--- src/rtl/cstp_pkg.sv ---
// ----------------------------------------------------------------------------
// Call stack profiler package
// Shared widths, codes, command and status types, and elaboration helpers.
// ----------------------------------------------------------------------------
package cstp_pkg;

  // Default sizes of the profiled program space and the call stack.
  localparam int LibCountDef    = 16;
  localparam int FuncsPerLibDef = 1024;
  localparam int StackDepthDef  = 64;

  // Fixed field widths of the event and result transactions.
  localparam int OpW     = 3;
  localparam int LibW    = 4;
  localparam int FuncW   = 10;
  localparam int TsW     = 48;
  localparam int StatusW = 2;
  localparam int CountW  = 32;
  localparam int DepthW  = 7;

  typedef enum logic [OpW-1:0] {
    OP_CLEAR_START = 3'd0,
    OP_ENTER       = 3'd1,
    OP_EXIT        = 3'd2,
    OP_BLOCK       = 3'd3,
    OP_READ        = 3'd4
  } opcode_e;

  typedef enum logic [StatusW-1:0] {
    ST_OK        = 2'd0,
    ST_OVERFLOW  = 2'd1,
    ST_UNDERFLOW = 2'd2
  } status_e;

  // Source of a write to the counter table.
  typedef enum logic [1:0] {
    TW_NONE   = 2'd0,
    TW_CLEAR  = 2'd1,
    TW_COUNT  = 2'd2,
    TW_CHARGE = 2'd3
  } tbl_wr_e;

  typedef enum logic [10:0] {
    S_IDLE   = 11'b000_0000_0001,
    S_DECODE = 11'b000_0000_0010,
    S_INIT   = 11'b000_0000_0100,
    S_CLEAR  = 11'b000_0000_1000,
    S_ENT_RD = 11'b000_0001_0000,
    S_ENT_WR = 11'b000_0010_0000,
    S_TOP_RD = 11'b000_0100_0000,
    S_CHG_RD = 11'b000_1000_0000,
    S_CHG_WR = 11'b001_0000_0000,
    S_RES_RD = 11'b010_0000_0000,
    S_RESULT = 11'b100_0000_0000
  } state_e;

  // Commands from the controller to the datapath.
  typedef struct packed {
    logic    in_ready;
    logic    latch;
    logic    red_step;
    logic    clr_step;
    logic    tbl_rd_idx;
    logic    tbl_rd_top;
    tbl_wr_e tbl_wr;
    logic    stk_rd;
    logic    push;
    logic    pop;
    logic    set_mark;
    logic    sp_clear;
    logic    blk_inc;
    logic    status_we;
    status_e status;
    logic    out_load;
  } cmd_t;

  // Status from the datapath to the controller.
  typedef struct packed {
    logic    in_valid;
    opcode_e op;
    logic    red_done;
    logic    clr_last;
    logic    sp_zero;
    logic    sp_one;
    logic    sp_full;
    logic    out_free;
  } sts_t;

  // Address width of a store with n entries, at least one bit.
  function automatic int addr_w(int n);
    return (n > 1) ? $clog2(n) : 1;
  endfunction

  // Number of shifted compare-and-subtract steps that reduce any value up to
  // max_val modulo div; zero when div already exceeds max_val.
  function automatic int reduce_steps(int div, int max_val);
    int n;
    n = 0;
    for (int i = 0; i < 16; i++) begin
      if ((div << i) <= max_val) begin
        n = i + 1;
      end
    end
    return n;
  endfunction

  function automatic int max_int(int a, int b);
    return (a > b) ? a : b;
  endfunction

endpackage

--- src/rtl/cstp_ctrl.sv ---
// ----------------------------------------------------------------------------
// Profiler controller
// Sequences each event through index reduction, table and stack accesses.
// ----------------------------------------------------------------------------
module cstp_ctrl (
  input  logic            clk_i,
  input  logic            rst_ni,
  input  cstp_pkg::sts_t  sts_i,
  output cstp_pkg::cmd_t  cmd_o
);

  cstp_pkg::state_e state_q, state_d;

  always_ff @(posedge clk_i or negedge rst_ni) begin
    if (!rst_ni) begin
      state_q <= cstp_pkg::S_INIT;
    end else begin
      state_q <= state_d;
    end
  end

  always_comb begin
    cmd_o   = '0;
    state_d = state_q;
    unique case (state_q)
      cstp_pkg::S_IDLE: begin
        cmd_o.in_ready = 1'b1;
        if (sts_i.in_valid) begin
          cmd_o.latch = 1'b1;
          state_d     = cstp_pkg::S_DECODE;
        end
      end
      cstp_pkg::S_DECODE: begin
        if (!sts_i.red_done) begin
          cmd_o.red_step = 1'b1;
        end else begin
          cmd_o.status_we = 1'b1;
          cmd_o.status    = cstp_pkg::ST_OK;
          unique case (sts_i.op)
            cstp_pkg::OP_CLEAR_START: begin
              cmd_o.sp_clear = 1'b1;
              state_d        = cstp_pkg::S_CLEAR;
            end
            cstp_pkg::OP_ENTER: begin
              if (sts_i.sp_full) begin
                cmd_o.status = cstp_pkg::ST_OVERFLOW;
                state_d      = cstp_pkg::S_RES_RD;
              end else begin
                state_d = cstp_pkg::S_ENT_RD;
              end
            end
            cstp_pkg::OP_EXIT: begin
              if (sts_i.sp_zero) begin
                cmd_o.status = cstp_pkg::ST_UNDERFLOW;
                state_d      = cstp_pkg::S_RES_RD;
              end else begin
                state_d = cstp_pkg::S_TOP_RD;
              end
            end
            cstp_pkg::OP_BLOCK: begin
              cmd_o.blk_inc = 1'b1;
              state_d       = cstp_pkg::S_RES_RD;
            end
            default: begin
              state_d = cstp_pkg::S_RES_RD;
            end
          endcase
        end
      end
      cstp_pkg::S_INIT: begin
        cmd_o.clr_step = 1'b1;
        cmd_o.tbl_wr   = cstp_pkg::TW_CLEAR;
        if (sts_i.clr_last) begin
          state_d = cstp_pkg::S_IDLE;
        end
      end
      cstp_pkg::S_CLEAR: begin
        cmd_o.clr_step = 1'b1;
        cmd_o.tbl_wr   = cstp_pkg::TW_CLEAR;
        if (sts_i.clr_last) begin
          state_d = cstp_pkg::S_ENT_RD;
        end
      end
      cstp_pkg::S_ENT_RD: begin
        cmd_o.tbl_rd_idx = 1'b1;
        cmd_o.stk_rd     = 1'b1;
        state_d          = cstp_pkg::S_ENT_WR;
      end
      cstp_pkg::S_ENT_WR: begin
        cmd_o.tbl_wr = cstp_pkg::TW_COUNT;
        if (sts_i.sp_zero) begin
          // Nothing to charge on an empty stack: push right away.
          cmd_o.push     = 1'b1;
          cmd_o.set_mark = 1'b1;
          state_d        = cstp_pkg::S_RES_RD;
        end else begin
          state_d = cstp_pkg::S_CHG_RD;
        end
      end
      cstp_pkg::S_TOP_RD: begin
        cmd_o.stk_rd = 1'b1;
        state_d      = cstp_pkg::S_CHG_RD;
      end
      cstp_pkg::S_CHG_RD: begin
        cmd_o.tbl_rd_top = 1'b1;
        state_d          = cstp_pkg::S_CHG_WR;
      end
      cstp_pkg::S_CHG_WR: begin
        cmd_o.tbl_wr = cstp_pkg::TW_CHARGE;
        if (sts_i.op == cstp_pkg::OP_EXIT) begin
          cmd_o.pop      = 1'b1;
          cmd_o.set_mark = !sts_i.sp_one;
        end else begin
          cmd_o.push     = 1'b1;
          cmd_o.set_mark = 1'b1;
        end
        state_d = cstp_pkg::S_RES_RD;
      end
      cstp_pkg::S_RES_RD: begin
        cmd_o.tbl_rd_idx = 1'b1;
        state_d          = cstp_pkg::S_RESULT;
      end
      cstp_pkg::S_RESULT: begin
        if (sts_i.out_free) begin
          cmd_o.out_load = 1'b1;
          state_d        = cstp_pkg::S_IDLE;
        end
      end
      default: begin
        state_d = cstp_pkg::S_IDLE;
      end
    endcase
  end

endmodule

--- config.mk ---
export PLATFORM = sky130hd
export DESIGN_NAME = cstp_ctrl
export DESIGN_NICKNAME = d
export VERILOG_FILES = /design/src/rtl/cstp_pkg.sv /design/src/rtl/cstp_ctrl.sv
export SDC_FILE = /design/constraint.sdc
export NUM_CORES = 1
export LEC_CHECK = 0
export BUFFER_PORTS_ARGS = -buffer_cell sky130_fd_sc_hd__buf_2
export CAP_MARGIN = 20
export CORE_MARGIN = 4
export CORE_UTILIZATION = 50
export CTS_CLUSTER_DIAMETER = 40
export DETAILED_ROUTE_END_ITERATION = 12
export MAX_ROUTING_LAYER = met4
export PLACE_DENSITY_LB_ADDON = 0.08
export RECOVER_POWER = 50
export SLEW_MARGIN = 10
export SYNTH_ARGS = -nofsm -noshare
export SYNTH_HDL_FRONTEND = slang
export SYNTH_SLANG_ARGS = --single-unit
export TNS_END_PERCENT = 20
--- constraint.sdc ---
create_clock -name clk_i -period 2.5 [get_ports clk_i]
set_clock_uncertainty 0.2 [all_clocks]
set_input_delay 0.125 -clock clk_i [delete_from_list [all_inputs] [get_ports clk_i]]
set_output_delay 0.125 -clock clk_i [all_outputs]
set_load 0.005 [all_outputs]
==> metrics.md, run 1 <==
| Metric | Value |
|---|---|
| CTS Root Cell | `clkbuf_4` |
| Synth Instances | `107` |
| Crit Reg-Reg Startpoint | `state_q[7]` |
| Largest net degree at the start of global routing | `13` |
| Share of power burned in registers | `35.3%` |
| VDD IR-drop max | `0.475 mV` |
| Top flop regs | `state_q (11)` |
| Area of the die | `2710 um^2` |
| Int Pwr | `423 uW` |
| GR peak layer | `met2` |
| Sw frac | `42.4%` |
| Most used DFF post-synth | `dfrtp_1` |
| Worst-Margin Slew | `603 ps` |
| Buffers on Ports | `29` |
| Area growth syn-to-layout | `17.0%` |
| Required @ worst endpoint | `2170 ps` |
| # H-tree levels | `1` |
| Synth warn | `0` |
| Delay-heaviest family, CP | `simple AND/OR/NAND/NOR gates` |
| Netlist cell types | `43` |
| Clock transition at path regs | `70 ps` |
| CP endpoint | `cmd_o[8]` |
| Top Ports | `30` |
| DR vias | `917` |
| Max reg flops | `11` |
| Final Max Tran Viols | `0` |
| Reg with most FFs | `state_q` |
| Hold Violations, Final | `0` |
| Fraction of layout cells with a size suffix above 1 | `34.6%` |
| Mapped Area | `970 um^2` |
| Worst R2R Path Depth | `6` |
| Reg2Reg Setup Slack | `260 ps` |
| Buf/Inv on CP | `1` |
| Slowest stage delay, CP | `520 ps` |
| Post-DP HPWL | `1680 um` |
| CTS buffer count | `3` |
| Antenna cells | `0` |
| RePlAce Congestion | `0.816` |
| Crit path DAT | `2020 ps` |
| Flops & latches, synth | `11` |
| Startpoint types | `flop` |
| Type of the tightest min-delay check | `input pin to flop` |
| FFs w/ async S/R, synth | `100%` |
| Fillers | `181` |
| Core Area | `1780 um^2` |
| Number of enable flip-flop cells after synthesis | `0` |
| Fmax | `426 MHz` |
| Antenna violations before repair | `0` |
| Detail Route Antenna Nets | `0` |
| Max FO, Critical Path | `12` |
| Cell Chain, Critical Path | `nor4_4 -> nand2_2 -> or2_2 -> o21ai_0 -> buf_2` |
| Met3 usage | `1.72%` |
| CP Capture Type | `primary output` |
| Critical path class | `flop to primary output` |
| GRT Total Usage | `19.2%` |
| Non-Filler Instances | `161` |
| Final Setup Violations | `0` |
| First-pass GRT wire length | `3840 um` |
| Width of the die | `52.0 um` |
| Final net count | `149` |
| Setup tns final | `0 ps` |
| M2 GR Usage | `29.5%` |
| Crit path depth | `5` |
| CTS sink count | `11` |
| CTS tree | `done` |
| P_leak | `0.000545 uW` |
| Post-Route WL | `2170 um` |
| Clock buffer depth | `2` |
| Part of the power in combinational logic | `48.5%` |
| Placed insts | `153` |
| # rows | `15` |
| DRC | `0` |
| Initial DRC count | `18` |
| Crit-path slowest cell | `dfrtp_1` |
| Worst setup path startpoint | `state_q[0]` |
| Syn_area_per_cell | `9.06 um^2` |
| Status | `finished clean` |
| WL/cell | `13.5 um` |
| Met1 usage | `25.8%` |
| Clock power share | `16.2%` |
| Cell area power density | `647 nW/um^2` |
| DR pass1 iterations | `4` |
| Post-Syn Nets | `119` |
| Switching pwr | `312 uW` |
| Min cycle time layout | `2350 ps` |
| Max-Cap Viols | `0` |
| Final core utilization | `63.6%` |
| Vias in the first global route | `848` |
| GRT overflow | `0` |
| RR Endpoint | `state_q[0]` |
| Via density | `5.70` |
| Crit share post-route | `93.9%` |
| Die Ht | `52.0 um` |
| Initial Utilization | `54.4%` |
| Sequential share of the synthesized area | `28.5%` |
| Worst skew pair latency | `260 ps` |
| Max transition margin | `59.8%` |
cells by family (layout without fill, tap and decap cells):
kind of cell           after synthesis  in the layout  synth area share, %
AND/OR/NAND/NOR                     59             59                 42.5
flip-flops                          11             11                 28.5
AO/OA/AOI/OAI                       18             18                 13.0
XOR/XNOR                             5              5                 4.52
multiplexers                         2              2                 2.19
buffers and inverters               12             41                 9.29
power groups by stage:
stage                     combinational [uW]  clock [uW]  sequential (uW)
after floorplan                          322           0              222
after global placement                   343           0              263
after detailed placement                 347           0              263
after CTS                                352         124              259
after global routing                     398         136              264
final                                    356         119              259
per-stage QoR:
| step | total power (uW) | hold slack [ps] | area, um^2 | worst slack [ps] |
|---|---|---|---|---|
| after floorplan | 544 | -371 | 970 | 552 |
| after global placement | 606 | -192 | 1070 | 313 |
| after detailed placement | 609 | -194 | 1070 | 319 |
| after CTS | 736 | 1.30 | 1130 | 107 |
| after global routing | 799 | 15.2 | 1130 | -4.13 |
| final | 734 | 5.57 | 1130 | 152 |
cell type report:
cell class	count	area, um^2	area share, %
clock buffer	4	26.3	2.32
inverter	4	15.0	1.32
multi-input combinational	84	603	53.1
sequential	11	278	24.5
tap	25	31.3	2.76
timing repair buffer	33	181	16.0
Yosys cell counts (all sizes together), types with 2 or more instances:
master,number,area [um^2]
a21oi,2,10.0
dfrtp,10,250
nand3,2,10.0
o41ai,3,26.3
buf,5,43.8
nand4,4,25.0
nand2,6,25.0
nor3,6,35.0
xnor2,2,17.5
nand2b,2,12.5
inv,4,15.0
nor2b,3,18.8
clkbuf,3,31.3
o21ai,6,30.0
nor2,11,41.3
nor4,9,116
and2,3,18.8
xor2,3,26.3
and3,2,12.5
nor3b,2,15.0
a21o,2,15.0
nor4b,2,23.8
worst min-delay path: cells and delay by family:
kind / cells / cell delay (ps)
compound gates: 1 / 140
buf+inv: 1 / 100
simple gates: 1 / 60
how the worst min path moves through the flow:
stage                     startpoint     endpoint  cells past startpoint
after floorplan               rst_ni   state_q[0]                      0
after global placement        rst_ni  state_q[10]                      1
after detailed placement      rst_ni   state_q[8]                      1
after CTS                   sts_i[5]   state_q[1]                      3
after global routing        sts_i[5]   state_q[1]                      3
final                       sts_i[5]   state_q[1]                      3
layout by cell type (no fill, tap or decap), types with 2 or more instances in the layout:
master	instances
buf_2	28
nor2_1	11
dfrtp_1	9
o21ai_0	6
nor3_1	5
nand2_1	5
nor4_1	5
nor4_4	4
inv_1	4
nand4_1	4
and2_1	3
nor2b_1	3
xor2_1	3
o41ai_1	3
clkbuf_4	3
dlygate4sd3_1	3
nand3_1	2
xnor2_1	2
nand2b_1	2
nor3b_1	2
and3_1	2
a21o_1	2
a21oi_1	2
clkbuf_1	2
metal layers:
layer  up-vias  wire [um]
li1        455          -
met1       413        970
met2        45        990
met3         4        176
met4         0         33
met5         -          0
repair_timing:
action / 4_1_cts / 5_1_grt
endpoints found under the setup margin: 0 / 4
endpoints found under the hold margin: 13 / 0
buffers inserted: 0 / 1
hold buffers: 3 / 0
resized for setup: 0 / 1
(Power assumes the default switching activity.)
==> inputs of run 2 (changes only) <==
--- a/config.mk
+++ b/config.mk
@@ -5,10 +5,10 @@
 export SDC_FILE = /design/constraint.sdc
 export NUM_CORES = 1
 export LEC_CHECK = 0
+export ABC_AREA = 1
 export BUFFER_PORTS_ARGS = -buffer_cell sky130_fd_sc_hd__buf_2
 export CAP_MARGIN = 20
-export CORE_MARGIN = 4
-export CORE_UTILIZATION = 50
+export CORE_UTILIZATION = 48
 export CTS_CLUSTER_DIAMETER = 40
 export DETAILED_ROUTE_END_ITERATION = 12
 export MAX_ROUTING_LAYER = met4
==> run 2 against run 1 <==
  * Critical path type unchanged
  * Cell area down 4.5%
  * Cell count up 14%
  * Die area down 28%
  * Clock power up 7%
  * Sequential cell count unchanged
  * Critical endpoint is now cmd_o[6]
  * Largest cell class unchanged
  * Worst hold slack better by 8.2 ps
==> metrics.md, run 2 <==
| Metric | Value |
|---|---|
| Status | `finished clean` |
| Cell area power density | `649 nW/um^2 (+0.34%)` |
| Commonest non-fill, non-tap cell in the layout | `nand2_1` |
| Syn_area_per_cell | `6.60 um^2 (-27%)` |
| Setup Buffers After CTS | `0 (unchanged)` |
| Core Area | `1580 um^2 (-12%)` |
| CTS Root Cell | `clkbuf_4` |
| Required @ worst endpoint | `2170 ps (about the same)` |
| Max reg flops | `11 (unchanged)` |
| Hold Path Sink | `state_q[1]` |
| Post-CTS resize count | `0 (unchanged)` |
| Clock buffer depth | `2 (unchanged)` |
| DR vias | `932 (+1.6%)` |
| Final Setup Violations | `0 (unchanged)` |
| GRT Total Usage | `24.9% (+5.7 points)` |
| Synth warn | `0 (unchanged)` |
| RePlAce Congestion | `0.927 (+14%)` |
| Placed cell areas | `1020 um^2 (-5.1%)` |
| Footprint of the multi-input gates | `477 um^2 (-21%)` |
| Crit Reg-Reg Startpoint | `state_q[6]` |
| Post-synth top area cell | `dfrtp_1` |
| Count leader, synth | `nand2_1` |
| # rows | `14 (-1)` |
| Fmax | `473 MHz (+11%)` |
| Reg with most FFs | `state_q` |
| Commonest non-fill, non-tap cells in the layout | `nand2_1 (32), buf_2 (27), inv_1 (22), nor2_1 (22), dfrtp_1 (10)` |
| Cell count of the worst hold path | `4 (+1)` |
| Overall Power | `703 uW (-4.2%)` |
| Synth top area share | `29.4% (+3.6 points)` |
| P_leak | `0.000694 uW (+27%)` |
| DR pass1 iterations | `6 (+2)` |
| Antenna violations before repair | `0 (unchanged)` |
| Die Ht | `44.1 um (-15%)` |
| First-pass GRT wire length | `3390 um (-12%)` |
| Hold Crit Start | `sts_i[5]` |
| Type of the tightest min-delay check | `input pin to flop` |
| Max-Cap Viols | `0 (unchanged)` |
| Synth area leaders | `dfrtp_1 (29%), nand2_1 (14%), inv_1 (9.7%)` |
| Crit-path slowest cell | `dfrtp_1` |
| Synth Instances | `129 (+21%)` |
| GRT overflow | `0 (unchanged)` |
| CP Capture Type | `primary output` |
| Initial Utilization | `54.0% (-0.42 points)` |
| Unrepaired setup endpoints after global routing | `no` |
| Crit path DAT | `1790 ps (-230 ps)` |
| Setup tns final | `0 ps (unchanged)` |
| Post-Syn Nets | `141 (+18%)` |
| WL/cell | `11.2 um (-17%)` |
| Flops & latches, synth | `11 (unchanged)` |
| Initial DRC count | `26 (+8)` |
| # H-tree levels | `1 (unchanged)` |
| Vias in the first global route | `814 (-4.0%)` |
| Worst-Margin Slew | `608 ps (+4.64 ps)` |
| Area of the die | `1940 um^2 (-28%)` |
| Hold Violations, Final | `0 (unchanged)` |
| Cell Chain, Critical Path | `nor2_1 -> nand2_1 -> nor2_4 -> nand2_2 -> o21ai_1 -> o21bai_1 -> buf_2` |
| Cell area after layout | `1080 um^2 (-4.5%)` |
| Most used DFF post-synth | `dfrtp_1` |
| Worst R2R Path Depth | `8 (+2)` |
| Min cycle time layout | `2110 ps (-234 ps)` |
| Hold slack final | `13.7 ps (+8.16 ps)` |
| Top flop regs | `state_q (11)` |
| Fraction of layout cells with a size suffix above 1 | `28.1% (-6.4 points)` |
| Via density | `5.09 (-11%)` |
| Antenna cells | `0 (unchanged)` |
| FFs w/ async S/R, synth | `100% (unchanged)` |
| Area growth syn-to-layout | `27.4%` |
| Clock transition at path regs | `70 ps (about the same)` |
| Critical path class | `flop to primary output` |
| Width of the die | `44.1 um (-15%)` |
| Startpoint types | `flop` |
| Worst skew pair latency | `280 ps (+20 ps)` |
| Max transition margin | `59.5% (-0.31 points)` |
| Final net count | `180 (+21%)` |
| CTS sink count | `11 (unchanged)` |
| VDD IR-drop max | `0.443 mV (-6.8%)` |
| Post-Route WL | `2040 um (-5.9%)` |
| RR Endpoint | `state_q[4]` |
| Top post-synthesis cells by count | `nand2_1 (31), inv_1 (22), nor2_1 (20)` |
| Crit share post-route | `84.5% (-9.4 points)` |
| Post-DP HPWL | `1620 um (-3.8%)` |
| Max FO, Critical Path | `6 (-6)` |
| Number of enable flip-flop cells after synthesis | `0 (unchanged)` |
| CTS buffer count | `3 (unchanged)` |
| Largest net degree at the start of global routing | `12 (-1)` |
| Fillers | `144 (-20%)` |
| Buffers on Ports | `29 (unchanged)` |
| Sequential share of the synthesized area | `32.5% (+4.0 points)` |
| DRC | `0 (unchanged)` |
| Reg2Reg Setup Slack | `430 ps (+170 ps)` |
| Top Ports | `30 (unchanged)` |
| Slowest stage delay, CP | `410 ps (-110 ps)` |
| Netlist cell types | `24 (-44%)` |
| CTS tree | `done` |
| Final Max Tran Viols | `0 (unchanged)` |
| Register area | `277 um^2 (-0.45%)` |
| Detail Route Antenna Nets | `0 (unchanged)` |
| Mapped Area | `851 um^2 (-12%)` |
==> run 2: where the power goes <==
part / total, uW / switching (uW) / internal (uW)
Clock: 127 / 64.8 / 62.0
Combinational: 356 / 231 / 125
Sequential: 220 / 20.1 / 200
==> run 2: area by class of cell <==
class	instances	area share, %
multi-input cells	94	44.0
flip-flops and latches	11	25.5
repair buffers	34	17.9
inverters	24	8.31
clock buffers	4	2.42
well taps	16	1.85
==> run 2: critical path, delay by kind of cell (launching register included) <==
| kind | cells | cell delay (ps) |
|---|---|---|
| AOI/OAI and AO/OA | 2 | 280 |
| and+or+nand+nor | 4 | 700 |
| buffers and inverters | 1 | 120 |
| DFF | 1 | 410 |
==> run 2: worst max path at each step <==
stage,startpoint,depth (start not counted),slack (ps),to
after CTS,state_q[6],8,430,state_q[4]
after floorplan,state_q[6],7,950,cmd_o[4]
after detailed placement,state_q[6],8,780,cmd_o[4]
after global placement,state_q[6],8,810,cmd_o[4]
final,state_q[0],7,390,cmd_o[6]
after global routing,state_q[0],7,250,cmd_o[6]
==> run 2: kinds of logic after synthesis <==
| family | synth area share [%] |
|---|---|
| simple gates | 51.3 |
| flops | 32.5 |
| buf+inv | 10.6 |
| compound gates | 5.59 |
==> run 2: routing by layer <==
metal  global-route usage, %  vias up  part of all wire, %
li1                        -      477                    -
met1                    29.2      411                   40
met2                    38.8       37                   50
met3                    6.94        7                  7.5
met4                    12.7        0                  2.2
met5                       -        -                    0
==> run 2: timing repair <==
| action | 4_1_cts | 5_1_grt |
|---|---|---|
| endpoints found under the hold margin | 15 | 0 |
| setup endpoints to repair | 0 | 0 |
| hold buffers | 5 | 0 |
==> run 2: per-stage QoR <==
step | setup WS [ps] | std cells | util [%]
6_report | 387 | 183 | 68.7
5_1_grt | 247 | 183 | 68.7
4_1_cts | 433 | 183 | 69.3
3_5_place_dp | 775 | 174 | 64.4
3_3_place_gp | 808 | 174 | 64.4
2_1_floorplan | 952 | 129 | -
==> inputs of run 3 (changes only) <==
==> constraint.sdc (replaced) <==
create_clock -name clk_i -period 2.1 [get_ports clk_i]
set_clock_uncertainty 0.2 [all_clocks]
set_input_delay 0.105 -clock clk_i [delete_from_list [all_inputs] [get_ports clk_i]]
set_output_delay 0.105 -clock clk_i [all_outputs]
set_load 0.005 [all_outputs]
==> run 3 against run 2 <==
  * Combinational power rose by 24%
  * Global-route usage rose by 0.62 points
  * Wire length increased by 5.3%
  * Critical endpoint is now cmd_o[7]
  * Largest cell class unchanged
  * Largest power group unchanged
==> metrics.md, run 3 (synthesis gave the netlist of run 2 again) <==
| Metric | Value |
|---|---|
| Setup ws final | `71.3 ps (-315 ps)` |
| Required @ worst endpoint | `1790 ps (-380 ps)` |
| Worst skew pair latency | `280 ps (about the same)` |
| Commonest non-fill, non-tap cell in the layout | `nand2_1` |
| Final net count | `182 (+1.1%)` |
| Fmax | `493 MHz` |
| Type of the tightest min-delay check | `input pin to flop` |
| Cell area power density | `771 nW/um^2 (+19%)` |
| Final core utilization | `70.6% (+1.9 points)` |
| Crit share post-route | `96.6%` |
| Area growth syn-to-layout | `30.9%` |
| CTS buffer count | `3 (unchanged)` |
| Core Area | `1580 um^2 (unchanged)` |
| GRT Total Usage | `25.5% (+0.62 points)` |
| # H-tree levels | `1 (unchanged)` |
| RePlAce Congestion | `0.927 (unchanged)` |
| Vias in the first global route | `818 (+0.49%)` |
| Crit path DAT | `1720 ps (-70 ps)` |
| Max transition margin | `59.5% (about the same)` |
| VDD IR-drop max | `0.545 mV (+23%)` |
| Startpoint types | `flop` |
| Top Ports | `30 (unchanged)` |
| Max FO, Critical Path | `6 (unchanged)` |
| Post-Route WL | `2150 um (+5.3%)` |
| Die Ht | `44.1 um (unchanged)` |
| Detail Route Antenna Nets | `0 (unchanged)` |
| Reg with most FFs | `state_q` |
| Setup tns final | `0 ps (unchanged)` |
| Initial DRC count | `42 (+62%)` |
| Initial Utilization | `54.0% (unchanged)` |
| Commonest non-fill, non-tap cells in the layout | `nand2_1 (31), buf_2 (28), inv_1 (22), nor2_1 (19), dfrtp_1 (10)` |
| Status | `finished clean` |
| Unrepaired setup endpoints after global routing | `no` |
| Clock transition at path regs | `70 ps (about the same)` |
| Post-DP HPWL | `1620 um (unchanged)` |
| Clock buffer depth | `2 (unchanged)` |
| Critical path class | `flop to primary output` |
| Fillers | `140 (-2.8%)` |
| Final Max Tran Viols | `0 (unchanged)` |
| Setup WS pre-CTS | `395 ps (-380 ps)` |
| DRC | `0 (unchanged)` |
| Width of the die | `44.1 um (unchanged)` |
| Max reg flops | `11 (unchanged)` |
| Worst-Margin Slew | `608 ps (+0.529 ps)` |
| CP Capture Type | `primary output` |
| Antenna cells | `0 (unchanged)` |
| WL/cell | `11.6 um (+4.2%)` |
| Min cycle time layout | `2030 ps` |
| Antenna violations before repair | `0 (unchanged)` |
| Max-Cap Viols | `0 (unchanged)` |
| Area of the die | `1940 um^2 (unchanged)` |
| GRT overflow | `0 (unchanged)` |
| DR pass1 iterations | `6 (unchanged)` |
| P_leak | `0.000701 uW (+1.0%)` |
| # rows | `14 (unchanged)` |
| CTS Root Cell | `clkbuf_4` |
| Final Setup Violations | `0 (unchanged)` |
| Largest net degree at the start of global routing | `12 (unchanged)` |
| Hold Violations, Final | `0 (unchanged)` |
| Top flop regs | `state_q (11)` |
| First-pass GRT wire length | `3470 um (+2.2%)` |
| CTS tree | `done` |
| Via density | `5.23 (+2.7%)` |
| DR vias | `968 (+3.9%)` |
| Buffers on Ports | `29 (unchanged)` |
| Fraction of layout cells with a size suffix above 1 | `30.8% (+2.6 points)` |
| CTS sink count | `11 (unchanged)` |
==> run 3: cell types whose count changed in the layout (fill, tap and decap cells not counted) <==
cell,previous run,this run
buf_2,27,28
clkbuf_2,1,0
dfstp_1,1,0
dfstp_2,0,1
dlygate4sd3_1,5,7
nand2_1,32,31
nand2_2,3,4
nor2_1,22,19
nor2_2,5,8
==> run 3: through the flow <==
step	instance area [um^2]	hold slack, ps	total power, uW	cells
6_report	1110	73.8	858	185
3_3_place_gp	1020	-209	682	174
2_1_floorplan	851	-391	583	129
4_1_cts	1110	36.1	853	185
3_5_place_dp	1020	-214	691	174
5_1_grt	1110	85.4	910	185
==> run 3: area by class of cell <==
cell class	count	area [um^2]	area share (%)
timing repair buffer	36	214	19.2
tap	16	20.0	1.80
multi-input combinational	94	487	43.7
inverter	24	90.1	8.09
clock buffer	4	26.3	2.36
sequential	11	277	24.8
==> run 3: critical path: stages, from the launching register on <==
cell,delay (ps)
dfrtp_1,410
nor2_2,200
nand2_2,130
nor2_4,140
nand2_2,120
nor4_1,270
buf_2,180
==> run 3: per-layer routing <==
metal	share of wire (%)	GRT usage (%)	vias to the layer above	wire, um
li1	-	-	480	-
met1	41	30.2	429	891
met2	51	39.7	52	1090
met3	6.5	6.94	7	139
met4	1.3	12.7	0	29
met5	0	-	-	0
==> run 3: what timing repair did <==
action	CTS	global route
setup endpoints to repair	0	1
endpoints found under the hold margin	16	0
setup buffers	0	0
resized for setup	0	1
hold buffers	7	0
==> run 3: power breakdown <==
part | internal, uW | leakage (uW) | switching [uW]
clock | 73.9 | 0.0000150 | 78.8
combinational | 158 | 0.000540 | 282
sequential | 239 | 0.000146 | 27.1
total | 470 | 0.000701 | 388
==> run 3: worst paths after layout <==
path / startpoint / to / slack (ps) / cells past startpoint
max reg2reg: state_q[2] / state_q[4] / 420 / 8
min in group asynchronous: rst_ni / state_q[0] / 150 / 2
min reg2reg: state_q[2] / state_q[2] / 290 / 2
min: sts_i[6] / state_q[6] / 70 / 4
max in group asynchronous: rst_ni / state_q[10] / 1160 / 2
max: state_q[1] / cmd_o[7] / 70 / 6
